--- src/design/ppu_pkg.sv ---
package ppu_pkg;

	localparam int PALETTE_DEPTH_DEF = 256;
	localparam int MAX_WIDTH_DEF     = 4096;
	localparam int MAX_HEIGHT_DEF    = 4096;

	localparam int CFG_W   = 13;
	localparam int COORD_W = 12;

	localparam logic [1:0] OP_PALETTE = 2'd0;
	localparam logic [1:0] OP_DATA    = 2'd1;
	localparam logic [1:0] OP_RESTART = 2'd2;

	localparam logic [1:0] REG_DEPTH  = 2'd0;
	localparam logic [1:0] REG_WIDTH  = 2'd1;
	localparam logic [1:0] REG_HEIGHT = 2'd2;
	localparam logic [1:0] REG_STRIDE = 2'd3;

	localparam logic [1:0] BPP_1 = 2'd0;
	localparam logic [1:0] BPP_2 = 2'd1;
	localparam logic [1:0] BPP_4 = 2'd2;
	localparam logic [1:0] BPP_8 = 2'd3;

	typedef struct packed {
		logic [7:0]         data;
		logic [1:0]         code;
		logic [COORD_W-1:0] x;
		logic [COORD_W-1:0] y;
		logic [2:0]         last_idx;
		logic               img_end;
	} ppu_load_t;

endpackage

--- src/design/ppu_pixel_seq.sv ---
module ppu_pixel_seq
	import ppu_pkg::*;
#(
	parameter int PALETTE_DEPTH = PALETTE_DEPTH_DEF,
	parameter int AW            = $clog2(PALETTE_DEPTH_DEF)
) (
	input  logic               clk,
	input  logic               arst_n,
	input  logic               load_en,
	input  ppu_load_t          load,
	output logic               load_ok,
	output logic               rd_en,
	output logic [AW-1:0]      rd_addr,
	input  logic [31:0]        rd_data,
	output logic               out_valid,
	input  logic               out_stall,
	output logic [COORD_W-1:0] pixel_x,
	output logic [COORD_W-1:0] pixel_y,
	output logic [31:0]        pixel_color,
	output logic               last_of_byte,
	output logic               last_of_image
);

	logic               s1_valid;
	logic [7:0]         s1_data;
	logic [1:0]         s1_code;
	logic [COORD_W-1:0] s1_x;
	logic [COORD_W-1:0] s1_y;
	logic [2:0]         s1_cnt;
	logic               s1_img_end;

	logic               s2_valid;
	logic [COORD_W-1:0] s2_x;
	logic [COORD_W-1:0] s2_y;
	logic               s2_lob;
	logic               s2_loi;
	logic               s2_oob;

	logic       s2_move;
	logic       issue;
	logic       s1_last;
	logic [7:0] idx;
	logic [7:0] data_next;

	always_comb begin
		unique case (s1_code)
			BPP_1: begin
				idx       = {7'd0, s1_data[7]};
				data_next = {s1_data[6:0], 1'b0};
			end
			BPP_2: begin
				idx       = {6'd0, s1_data[7:6]};
				data_next = {s1_data[5:0], 2'b0};
			end
			BPP_4: begin
				idx       = {4'd0, s1_data[7:4]};
				data_next = {s1_data[3:0], 4'b0};
			end
			default: begin
				idx       = s1_data;
				data_next = 8'd0;
			end
		endcase
	end

	assign s2_move = s2_valid && (!out_valid || !out_stall);
	assign issue   = s1_valid && (!s2_valid || s2_move);
	assign s1_last = (s1_cnt == 3'd0);
	assign load_ok = !s1_valid || (issue && s1_last);
	assign rd_en   = issue;
	assign rd_addr = idx[AW-1:0];

	always_ff @(posedge clk or negedge arst_n) begin
		if (!arst_n) begin
			s1_valid  <= 1'b0;
			s2_valid  <= 1'b0;
			out_valid <= 1'b0;
		end else begin
			if (load_en) begin
				s1_valid <= 1'b1;
			end else if (issue && s1_last) begin
				s1_valid <= 1'b0;
			end
			if (issue) begin
				s2_valid <= 1'b1;
			end else if (s2_move) begin
				s2_valid <= 1'b0;
			end
			if (s2_move) begin
				out_valid <= 1'b1;
			end else if (!out_stall) begin
				out_valid <= 1'b0;
			end
		end
	end

	always_ff @(posedge clk) begin
		if (load_en) begin
			s1_data    <= load.data;
			s1_code    <= load.code;
			s1_x       <= load.x;
			s1_y       <= load.y;
			s1_cnt     <= load.last_idx;
			s1_img_end <= load.img_end;
		end else if (issue) begin
			s1_data <= data_next;
			s1_x    <= s1_x + COORD_W'(1);
			s1_cnt  <= s1_cnt - 3'd1;
		end
		if (issue) begin
			s2_x   <= s1_x;
			s2_y   <= s1_y;
			s2_lob <= s1_last;
			s2_loi <= s1_last && s1_img_end;
			s2_oob <= ({24'd0, idx} >= 32'(PALETTE_DEPTH));
		end
		if (s2_move) begin
			pixel_x       <= s2_x;
			pixel_y       <= s2_y;
			pixel_color   <= s2_oob ? 32'd0 : rd_data;
			last_of_byte  <= s2_lob;
			last_of_image <= s2_loi;
		end
	end

endmodule

--- config.mk ---
export PLATFORM = sky130hd
export DESIGN_NAME = ppu_pixel_seq
export DESIGN_NICKNAME = d
export VERILOG_FILES = /design/src/design/ppu_pkg.sv /design/src/design/ppu_pixel_seq.sv
export SDC_FILE = /design/constraint.sdc
export NUM_CORES = 1
export LEC_CHECK = 0
export ABC_AREA = 1
export BUFFER_PORTS_ARGS = -buffer_cell sky130_fd_sc_hd__buf_4
export CAP_MARGIN = 15
export CORE_MARGIN = 2
export CORE_UTILIZATION = 37
export CTS_CLUSTER_SIZE = 20
export DETAILED_ROUTE_END_ITERATION = 16
export PLACE_DENSITY = 0.64
export SLEW_MARGIN = 20
export SYNTH_ARGS = -nofsm -noshare
export SYNTH_HDL_FRONTEND = slang
export SYNTH_SLANG_ARGS = --single-unit
--- constraint.sdc ---
create_clock -name clk -period 8.5 [get_ports clk]
set_input_delay 1.7 -clock clk [delete_from_list [all_inputs] [get_ports clk]]
set_output_delay 1.7 -clock clk [all_outputs]
set_load 0.03 [all_outputs]
## Word level (Yosys, flattened, before mapping)

Cells that the tools add are included.

- Flip-flop bits (word level): 125
- Bits of input ports: 74
- Output and inout port bits: 69
- Word-level logic and storage cells: 53

- Add/sub/neg operators: 2
- Equality and inequality tests: 3
- Multiplexer cells: 14
- Reduce and logical (&&, ||, !) cells: 16

Operators by type and width:

| kind | number |
|---|---|
| one-hot mux 8 bit (3 select lines) | 2 |
| two-way mux 12 bit | 2 |
| two-way mux 8 bit | 2 |
| adder 12 x 1 -> 12 bit, second input constant | 1 |
| two-way mux 1 bit | 6 |
| two-way mux 3 bit | 2 |
| nonzero test 2 bit | 3 |
| logical AND 1 bit | 4 |
| zero test 1 bit | 4 |
| zero test 3 bit | 1 |
| logical OR 1 bit | 3 |
| subtractor 3 x 1 -> 3 bit, second input constant | 1 |
| equality test 2 x 1 -> 1 bit, second input constant | 1 |
| equality test 2 bit, second input constant | 1 |
| zero test 2 bit | 1 |
| != test 2 x 1 -> 1 bit, second input constant | 1 |

## Logic depth before layout (Yosys ltp)

Gate-level depths: netlist of run 1.

- Word-level depth: 8
- Depth in mapped cells: 7
- Gate-level depth less buffers: 7

## Worst setup path after synthesis of run 1

OpenSTA, ideal clock, no wires.

- Path kind: in2reg
- Start: input port out_stall
- End: register last_of_byte (enable)
- Library setup time: 0.475 ns
- Data arrival time: 4.266 ns
- Required time: 8.025 ns
- Setup slack: 3.759 ns
- Cell stages on the path: 3
- Path buffers: 0
- Path through: nand2_1 -> inv_1 -> nor2_1

- Longest elaborated chain between the ends: 3

Ends and longest elaborated chain:

| item | RTL line | source |
|---|---|---|
| start, declared | ppu_pixel_seq.sv:16 | `input logic out_stall,` |
| zero test 1 bit | n/a |  |
| logical OR 1 bit | ppu_pixel_seq.sv:66 | `assign s2_move = s2_valid && (!out_valid \|\| !out_stall);` |
| logical AND 1 bit | ppu_pixel_seq.sv:66 |  |
| net s2_move | ppu_pixel_seq.sv:39 | `logic s2_move;` |
| end signal, assigned | ppu_pixel_seq.sv:121 | `last_of_byte <= s2_lob;` |
| end, declared | ppu_pixel_seq.sv:20 | `output logic last_of_byte,` |

The timed path passes the listed nets, and every way through them passes these cells.
A chain may end at the register's enable or synchronous reset.

## Final worst setup path of run 1

- Start: input port out_stall
- End: output port rd_en

- Longest elaborated chain between the ends: 5

Ends and longest elaborated chain:

| item | RTL line | source |
|---|---|---|
| zero test 1 bit | n/a |  |
| logical OR 1 bit | ppu_pixel_seq.sv:66 |  |
| logical AND 1 bit | ppu_pixel_seq.sv:66 |  |
| logical OR 1 bit | ppu_pixel_seq.sv:67 | `assign issue = s1_valid && (!s2_valid \|\| s2_move);` |
| logical AND 1 bit | ppu_pixel_seq.sv:67 |  |
| end, declared | ppu_pixel_seq.sv:12 | `output logic rd_en,` |

No other way between the ends.

==> reports/metrics.cfg, run 1 <==
[floorplan]
initial_utilization_pct = 37.9
core_area_mm2 = 0.0120
rows = 40
die_x_um = 115
dieArea_mm2 = 0.0132
pin_count = 143
die_y_um = 115

[placed_design]
dp_hpwl_um = 6030
io_buffers = 142
place_congestion = 0.790
pre_cts_ws_ns = 4.05

[final_layout]
regArea_mm2 = 0.00374
multi_input_area_um2 = 689
insertedDiodeCount = 0
drive_above_1_share_pct = 38.3
layout_commonest_cell = buf_4
syn_to_final_growth_pct = 41.1
nFillCells = 1033
nets = 539
layout_common_cells = buf_4, edfxtp_1, nand2_1

[sta]
report.final.slew_viol_count = 0
fin_crit_sh_pct = 52.2
setup_viol = 0
setup_ws_ns = 4.07
post-route-min-period_ns = 4.43
worst_pin_slew_ns = 1.02
hold_violations = 0
setup_tns_ns = 0
fmax_ghz = 0.226
fin_skew_ns = 0.0101
slew_headroom_pct = 32.0
rsz0062_at_grt = false

[power]
ir_drop_mv = 0.171
p_sw_share_pct = 28.8
internal-power_w = 0.00157
netSwitchingPower_w = 0.000637
p_clk_share_pct = 34.1
power_density_mw_per_mm2 = 344
seqPwrFrac_pct = 43.6
p_leak_nw = 2.69
p_comb_share_pct = 22.3

[run]
cap_violations = 0

[logic_synthesis]
netlist_top_cells_area = edfxtp_1, nand2_1, inv_1, dfrtp_1, nor2_1
avgSynthCellArea_um2 = 15.0
yosys_warnings = 0
syn_inst = 304
ys_ff_latch = 125
synth_cell_types = 25
yosysTopAreaCellShare_pct = 80.4
yosys.area.top_type = edfxtp_1
yosysSeqAreaShare_pct = 82.0
synth_area_mm2 = 0.00456
synth_nets = 381

[grt]
grt_pass1_wl_um = 13500
overflow = 0
grtUsageTotal_pct = 13.9
grt_max_degree = 59
antenna_found_initial = 0
grt_pass1_vias = 2792

[routing]
drt_first_pass_iters = 5
dr.max_layer_used = met4
vias = 2855
drc = 0
dr.first_iter.drc_count = 134
wl_met3_um = 737
wl_um = 8780
wl_met2_um = 4350
ant_nets = 0
wire_per_inst_um = 14.1
wirelength_met1_um = 3520
vias_per_cell = 4.59

[cts]
numCtsBuffers = 17
post_cts_buffers = 0
cts_resized = 0
clockRootBuffer = clkbuf_16
ctsHoldBuffers = 0
clkTransAtPathRegs_ns = 0.06
cts_tree = built
cts_htree_levels = 4
clockBufferDepth = 2
numClockSinks = 125
clk_latency_ns = 0.41

[worst_hold_path]
hp-class = reg2reg

[critical_path]
cp.required_ns = 6.80
critical_path_class = in2out
worst-path-max-fanout = 27
endpoint_kind = primary output
crit_arrival_ns = 2.73
cp-start-kind = primary input

[outcome]
outcome = complete, no violations

[sequential cells by signal (all words and copies together) (netlist names), 2 cells and up]
register / flops
pixel_color: 32
pixel_x: 12
pixel_y: 12
s1_x: 12
s1_y: 12
s2_x: 12
s2_y: 12
s1_data: 8
s1_cnt: 3
s1_code: 2
[critical path, cell delays in order]
cell and delay, ns:
buf_4 0.10, nand2_1 0.07, inv_1 0.07, nand2_1 0.08, nand2_1 0.09, inv_1 0.07
buf_4 0.31, buf_4 0.23
[power by group through the flow]
stage / clock [W] / sequential, W / combinational (W)
final: 0.000753 / 0.000964 / 0.000494
after global routing: 0.000801 / 0.000984 / 0.000528
after CTS: 0.000770 / 0.000967 / 0.000501
after detailed placement: 0 / 0.000978 / 0.000500
after global placement: 0 / 0.000970 / 0.000493
after floorplan: 0 / 0.00112 / 0.000142
[cell usage after synthesis]
cell	count
o221ai_1	1
o21ai_1	9
o2111ai_1	1
dfrtp_1	3
nor3_1	3
a21oi_1	3
inv_1	27
o22ai_1	2
nand4_1	2
o211ai_1	2
o21ai_0	7
xor2_1	1
nand2_2	2
inv_2	3
edfxtp_1	122
xnor2_1	1
nand3_1	12
nor2_1	18
o31ai_1	2
ha_1	3
nand2_1	70
nor2_4	2
nor2_2	3
clkbuf_1	1
buf_2	4
[layer usage]
| layer | vias up | track usage [%] |
|---|---|---|
| met1 | 1309 | 14.7 |
| li1 | 1392 | - |
| met3 | 16 | 5.32 |
| met5 | - | 0 |
| met2 | 138 | 23.8 |
| met4 | 0 | 7.55 |
[kinds of logic (layout without fill, tap and decap cells)]
kind of cell | after synthesis | after routing | share of synthesized area, %
DFF | 125 | 125 | 82.0
and+or+nand+nor | 112 | 112 | 10.4
AOI/OAI and AO/OA | 27 | 27 | 3.40
xor gates and xnor gates | 2 | 2 | 0.384
buffers and inverters | 35 | 206 | 2.99
adders and majority gates | 3 | 3 | 0.824
[worst paths after layout]
path / from / end / slack [ns] / cells after the start
max: out_stall / rd_en / 4.07 / 8
min: s1_y[7] / s2_y[7] / 0.42 / 0
max reg2reg: out_valid / s1_x[1] / 6.65 / 5
min reg2reg: s1_y[7] / s2_y[7] / 0.42 / 0
max in group asynchronous: arst_n / out_valid / 7.34 / 1
min in group asynchronous: arst_n / s1_valid / 1.07 / 1
[area by class of cell]
cell class | instances | share of cell area, %
repair buffers | 144 | 16.8
flip-flops and latches | 125 | 58.2
clock buffers | 25 | 7.55
inverters | 30 | 1.75
clock inverters | 7 | 2.14
multi-input cells | 144 | 10.7
well taps | 147 | 2.86
[through the flow]
stage               util, %  cell area (um2)  cells  hold slack, ns  power, W
floorplan                 -             4560    304           0.400   0.00127
global placement       48.3             5810    590           0.402   0.00146
detailed placement     48.3             5810    590           0.405   0.00148
CTS                    53.5             6430    622           0.415   0.00224
global route           53.5             6430    622           0.419   0.00231
finish                 53.5             6430    622           0.415   0.00221
(Power assumes the default switching activity.)
==> run 2: changes to the inputs <==
--- a/config.mk
+++ b/config.mk
@@ -12,7 +12,7 @@
 export CORE_UTILIZATION = 37
 export CTS_CLUSTER_SIZE = 20
 export DETAILED_ROUTE_END_ITERATION = 16
-export PLACE_DENSITY = 0.64
+export PLACE_DENSITY = 0.66
 export SLEW_MARGIN = 20
 export SYNTH_ARGS = -nofsm -noshare
 export SYNTH_HDL_FRONTEND = slang
==> constraint.sdc (replaced) <==
create_clock -name clk -period 3.64 [get_ports clk]
set_input_delay 0.728 -clock clk [delete_from_list [all_inputs] [get_ports clk]]
set_output_delay 0.728 -clock clk [all_outputs]
set_load 0.03 [all_outputs]
==> run 2 against run 1 <==
Sequential cell count unchanged. Largest cell class unchanged. Via count about the same. Setup slack got worse by 2.9 ns. First-iteration DRC count increased by 72%. Hold slack got worse by 0.31 ns.
==> reports/metrics.cfg, run 2 (synthesized netlist as in run 1, its figures left out) <==
[floorplan]
initial_utilization_pct = 37.9  ; unchanged
core_area_mm2 = 0.0120  ; unchanged
die_x_um = 115  ; unchanged
dieArea_mm2 = 0.0132  ; unchanged
rows = 40  ; unchanged
pin_count = 143  ; unchanged
die_y_um = 115  ; unchanged

[grt]
grt_use_met3_pct = 4.85  ; -0.47 points
grt_pass1_wl_um = 13400  ; -0.76%
grtUsageTotal_pct = 13.7  ; -0.12 points
grt_pass1_vias = 2766  ; -0.93%
grt.busiest_layer = met2
met2_usage_pct = 22.6  ; -1.2 points
grt_max_degree = 49  ; -17%
antenna_found_initial = 0  ; unchanged
overflow = 0  ; unchanged
use_met1_pct = 15.9  ; +1.2 points

[routing]
dr.first_iter.drc_count = 231  ; +72%
vias_per_cell = 4.58  ; -0.23%
wl_um = 8770  ; about the same
ant_nets = 0  ; unchanged
vias = 2853  ; -0.070%
wire_per_inst_um = 14.1  ; -0.25%
drc = 0  ; unchanged
drt_first_pass_iters = 4  ; -1

[cts]
clockRootBuffer = clkbuf_16
clk_latency_ns = 0.41  ; about the same
clockBufferDepth = 2  ; unchanged
post_cts_buffers = 0  ; unchanged
clkTransAtPathRegs_ns = 0.05  ; about the same
cts_resized = 0  ; unchanged
ctsHoldBuffers = 0  ; unchanged
cts_tree = built
numCtsBuffers = 17  ; unchanged
numClockSinks = 125  ; unchanged
cts_htree_levels = 4  ; unchanged

[run]
cap_violations = 0  ; unchanged

[placed_design]
dp_hpwl_um = 6130  ; +1.8%
io_buffers = 142  ; unchanged
place_congestion = 0.762  ; -3.5%

[critical_path]
crit_chain = inv_1 -> ha_1 -> inv_1 -> nor2_1 -> inv_1 -> o21ai_0 -> buf_4
crit_arrival_ns = 1.75  ; -0.98 ns
worst_path_max_delay_cell = edfxtp_1
cp.required_ns = 2.91  ; -3.89 ns
cp_num_buf_inv = 4  ; -1
crit_path_frequent_cell = inv_1
endpoint_kind = primary output
crit_path_max_incr_delay_ns = 0.39  ; +0.08 ns
critical_path.top_delay_family = buffers and inverters
worst-path-max-fanout = 2  ; -93%
critical_path_class = reg2out
cp-start-kind = flip-flop

[power]
p_leak_nw = 2.67  ; -0.73%
ir_drop_mv = 0.291  ; +70%
power_w = 0.00504  ; +130%
power_density_mw_per_mm2 = 789  ; +130%

[final_layout]
nets = 540  ; +0.19%
layout_common_cells = buf_4, edfxtp_1, nand2_1
layout_commonest_cell = buf_4
insertedDiodeCount = 0  ; unchanged
largest_register = pixel_color
largest_register_ff_count = 32  ; unchanged
drive_above_1_share_pct = 38.2  ; -0.080 points
syn_to_final_growth_pct = 40.3

[sta]
rsz0062_at_grt = false
worst_pin_slew_ns = 0.568  ; -0.449 ns
report.final.slew_viol_count = 0  ; unchanged
setup_viol = 0  ; unchanged
slew_headroom_pct = 62.2  ; +30 points
fmax_ghz = 0.404
post-route-min-period_ns = 2.47
fin_crit_sh_pct = 68.0
fin_skew_ns = 0.00436  ; -0.00573 ns
hold_violations = 0  ; unchanged
setup_tns_ns = 0  ; unchanged

[outcome]
outcome = complete, no violations

[worst_hold_path]
hp-class = in2async

[run 2: worst paths after layout]
check | start | to | slack (ns) | depth (start not counted)
setup / recovery | s1_cnt[0] | load_ok | 1.17 | 7
max in group asynchronous | arst_n | s2_valid | 3.45 | 1
hold reg to reg | s1_y[5] | s2_y[5] | 0.41 | 0
hold / removal | arst_n | out_valid | 0.10 | 1
setup reg to reg | out_valid | pixel_color[0] | 1.88 | 4
min in group clk | s1_y[5] | s2_y[5] | 0.41 | 0
[run 2: report_power, final]
group | total (W) | switching (W) | leakage [nW] | internal, W
Clock | 0.00163 | 0.000570 | 0.277 | 0.00107
Sequential | 0.00225 | 0.000150 | 1.24 | 0.00210
Combinational | 0.00116 | 0.000780 | 1.15 | 0.000376
Total | 0.00504 | 0.00150 | 2.67 | 0.00354
[run 2: metrics by stage]
step	cells	cell area (um2)	util (%)	setup slack [ns]	hold WS, ns
after floorplan	304	4560	-	0.867	0.400
after global placement	591	5810	48.4	1.33	0.401
after detailed placement	591	5810	48.4	1.30	0.405
after CTS	623	6390	53.2	1.12	0.0788
after global routing	623	6390	53.2	0.995	0.0769
final	623	6390	53.2	1.17	0.101
[run 2: final cells by class]
type | instances | area (um2)
well taps | 147 | 184
clock inverters | 13 | 148
flip-flops and latches | 125 | 3740
inverters | 30 | 113
fillers | 1024 | 5620
multi-input cells | 144 | 689
clock buffers | 19 | 433
repair buffers | 145 | 1090
[run 2: per-layer routing]
metal / vias to the layer above / wire length (um)
li1: 1397 / -
met1: 1320 / 3720
met2: 125 / 4280
met3: 11 / 621
met4: 0 / 153
met5: - / 0
==> run 3: changes to the inputs <==
--- a/config.mk
+++ b/config.mk
@@ -5,14 +5,14 @@
 export SDC_FILE = /design/constraint.sdc
 export NUM_CORES = 1
 export LEC_CHECK = 0
-export ABC_AREA = 1
+export ABC_AREA = 0
 export BUFFER_PORTS_ARGS = -buffer_cell sky130_fd_sc_hd__buf_4
 export CAP_MARGIN = 15
 export CORE_MARGIN = 2
 export CORE_UTILIZATION = 37
 export CTS_CLUSTER_SIZE = 20
 export DETAILED_ROUTE_END_ITERATION = 16
-export PLACE_DENSITY = 0.66
+export PLACE_DENSITY = 0.64
 export SLEW_MARGIN = 20
 export SYNTH_ARGS = -nofsm -noshare
 export SYNTH_HDL_FRONTEND = slang
==> constraint.sdc (replaced) <==
create_clock -name clk -period 2.3 [get_ports clk]
set_input_delay 0.46 -clock clk [delete_from_list [all_inputs] [get_ports clk]]
set_output_delay 0.46 -clock clk [all_outputs]
set_load 0.03 [all_outputs]
==> run 3 against run 2 <==
Area after synthesis fell by 0.60%. Hold slack improved by 0.13 ns. Sequential cell count did not move. Critical endpoint unchanged. Sequential share of layout area fell by 0.32 points.
==> reports/metrics.cfg, run 3 <==
[worst_hold_path]
min_path_cells = 1
min-delay-start = rd_data[0]
hold_path_end = pixel_color[0]
hp-class = in2reg

[critical_path]
crit_start = s1_cnt[0]
rrSetupSlack_ns = 0.63  ; -1.25 ns
crit_arrival_ns = 1.66  ; -0.09 ns
cp_num_buf_inv = 2  ; -2
worst-path-max-fanout = 3  ; +1
r2r.worst_path.cells = 4  ; unchanged
cp-start-kind = flip-flop
critical_path.top_delay_family = flip-flops
reg2reg_to = s1_x[8]
endpoint_kind = primary output
crit_path_max_incr_delay_ns = 0.38  ; about the same
cp.depth = 5  ; -2
reg2reg_from = s1_x[0]
worst_path_max_delay_cell = edfxtp_1
cp.required_ns = 1.84  ; -1.07 ns
crit_chain = inv_1 -> ha_1 -> nor2b_1 -> a21bo_2 -> buf_4
critical_path_class = reg2out

[final_layout]
layout_common_cells = buf_4, edfxtp_1, clkbuf_16
largest_register = pixel_color
drive_above_1_share_pct = 45.2  ; +7.0 points
regArea_mm2 = 0.00374  ; unchanged
layout_commonest_cell = buf_4
largest_register_ff_count = 32  ; unchanged
syn_to_final_growth_pct = 41.9
insertedDiodeCount = 0  ; unchanged
nFillCells = 989  ; -3.4%
multi_input_area_um2 = 749  ; +8.7%
nets = 482  ; -11%

[grt]
grt_max_degree = 34  ; -31%
grtUsageTotal_pct = 13.4  ; -0.34 points
grt_pass1_wl_um = 13100  ; -2.5%
grt_pass1_vias = 2619  ; -5.3%
antenna_found_initial = 0  ; unchanged
overflow = 0  ; unchanged

[logic_synthesis]
synth_nets = 321  ; -16%
synth_cell_types = 39  ; +56%
yosysMostFrequentCell = edfxtp_1
synth_common_cells = edfxtp_1, nand2_1, mux2i_1
synth_edf_count = 122  ; unchanged
netlist_top_cells_area = edfxtp_1, mux2i_1, dfrtp_1, nand2_1, o211ai_1
yosysSeqAreaShare_pct = 82.5  ; +0.50 points
ys.flop_type = edfxtp_1
yosys.area.top_type = edfxtp_1
yosys_warnings = 0  ; unchanged
syn_inst = 244  ; -20%
synthArstFlopShare_pct = 2.40  ; unchanged
yosysTopAreaCellShare_pct = 80.9  ; +0.49 points
synth_area_mm2 = 0.00453  ; -0.60%
avgSynthCellArea_um2 = 18.6  ; +24%
ys_ff_latch = 125  ; unchanged

[cts]
clkTransAtPathRegs_ns = 0.06  ; about the same
numClockSinks = 125  ; unchanged
clockBufferDepth = 2  ; unchanged
clk_latency_ns = 0.40  ; about the same
cts_resized = 0  ; unchanged
numCtsBuffers = 17  ; unchanged
cts_tree = built
clockRootBuffer = clkbuf_16
cts_htree_levels = 4  ; unchanged

[sta]
holdWs_ns = 0.229  ; +0.128 ns
fin_skew_ns = 0.00696  ; +0.00260 ns
post-route-min-period_ns = 2.12
fin_crit_sh_pct = 92.1
hold_violations = 0  ; unchanged
worst_pin_slew_ns = 0.582  ; +0.0146 ns
report.final.slew_viol_count = 0  ; unchanged
setup_viol = 0  ; unchanged
setup_tns_ns = 0  ; unchanged
rsz0062_at_grt = false
fmax_ghz = 0.472
slew_headroom_pct = 61.2  ; -0.97 points

[floorplan]
dieArea_mm2 = 0.0131  ; -0.58%
core_area_mm2 = 0.0120  ; -0.42%
rows = 40  ; unchanged
pin_count = 143  ; unchanged
initial_utilization_pct = 37.9  ; -0.071 points
die_y_um = 115  ; -0.29%
die_x_um = 115  ; -0.29%

[placed_design]
dp_hpwl_um = 5890  ; -3.9%
io_buffers = 142  ; unchanged
place_congestion = 0.784  ; +2.8%

[routing]
vias_per_cell = 4.76  ; +3.8%
wire_per_inst_um = 15.1  ; +7.0%
drt_first_pass_iters = 4  ; unchanged
wl_um = 8510  ; -3.0%
dr.first_iter.drc_count = 204  ; -12%
drc = 0  ; unchanged
vias = 2687  ; -5.8%
ant_nets = 0  ; unchanged

[power]
power_density_mw_per_mm2 = 1010  ; +28%
ir_drop_mv = 0.336  ; +16%
internal-power_w = 0.00496  ; +40%
p_comb_share_pct = 12.7  ; -10 points
seqPwrFrac_pct = 45.7  ; +1.0 points
p_sw_share_pct = 23.3  ; -6.4 points
p_clk_share_pct = 41.6  ; +9.2 points
p_leak_nw = 2.56  ; -4.2%
netSwitchingPower_w = 0.00151  ; +0.82%

[outcome]
outcome = complete, no violations

[run]
cap_violations = 0  ; unchanged

## run 3: cell types whose count changed after synthesis, moves of 4 or more
cell and delta:
and3_1 +4, clkbuf_1 +6, inv_1 -22, mux2i_1 +9
nand2_1 -54, nand3_1 -6, nand3b_1 +4, nor2_1 -14
o211ai_1 +4, o21ai_1 -9, or4_1 +4
## run 3: logic make-up after synthesis
kind of cell / Yosys count / synth area share, %
flops: 125 / 82.5
simple gates: 53 / 6.66
compound gates: 33 / 5.03
buf+inv: 14 / 1.19
mux: 12 / 2.98
xor+xnor: 4 / 0.774
fa+ha+maj: 3 / 0.829
## run 3: power by group through the flow
stage / clock [W] / sequential (W) / combinational (W)
2_1_floorplan: 0 / 0.00317 / 0.000274
3_3_place_gp: 0 / 0.00300 / 0.000812
3_5_place_dp: 0 / 0.00301 / 0.000824
4_1_cts: 0.00277 / 0.00297 / 0.000829
5_1_grt: 0.00287 / 0.00299 / 0.000881
6_report: 0.00270 / 0.00296 / 0.000822
## run 3: how the worst max path moves through the flow
stage	slack [ns]	end
2_1_floorplan	0.23	s1_cnt[0]
3_3_place_gp	0.54	rd_addr[0]
3_5_place_dp	0.50	s1_x[6]
4_1_cts	0.07	rd_addr[0]
5_1_grt	0.04	load_ok
6_report	0.18	load_ok
## run 3: layout make-up
class	instances	area share, %
Multi-Input combinational cell	105	11.7
Inverter	6	0.350
Sequential cell	125	58.2
Clock inverter	13	2.69
Clock buffer	19	6.73
Tap cell	147	2.86
Timing Repair Buffer	150	17.6
## run 3: layer usage
| metal | vias up | GRT usage (%) | part of all wire, % |
|---|---|---|---|
| met4 | 0 | 6.59 | 1.5 |
| met1 | 1267 | 15.8 | 42 |
| li1 | 1287 | - | - |
| met2 | 120 | 20.2 | 46 |
| met3 | 13 | 6.93 | 10 |
| met5 | - | 0 | 0 |
## run 3: repair_timing
action / CTS / global route
endpoints found under the hold margin: 3 / 0
hold buffers: 1 / 0
buffers inserted: 0 / 1
endpoints found under the setup margin: 0 / 1
## run 3: stage by stage
stage	total power (W)	instance area (um2)	worst slack [ns]	cells	utilization, %
final	0.00648	6430	0.182	565	53.7
after global routing	0.00675	6430	0.0418	565	53.7
after CTS	0.00656	6420	0.0689	564	53.7
after detailed placement	0.00383	5810	0.498	531	48.5
after global placement	0.00381	5810	0.538	531	48.5
after floorplan	0.00344	4540	0.229	244	-
## run 3: worst register-to-register path: stages (launching register included)
cell and delay, ns:
edfxtp_1 0.43, ha_1 0.23, nand3_2 0.18, o311a_1 0.34
a221o_1 0.25
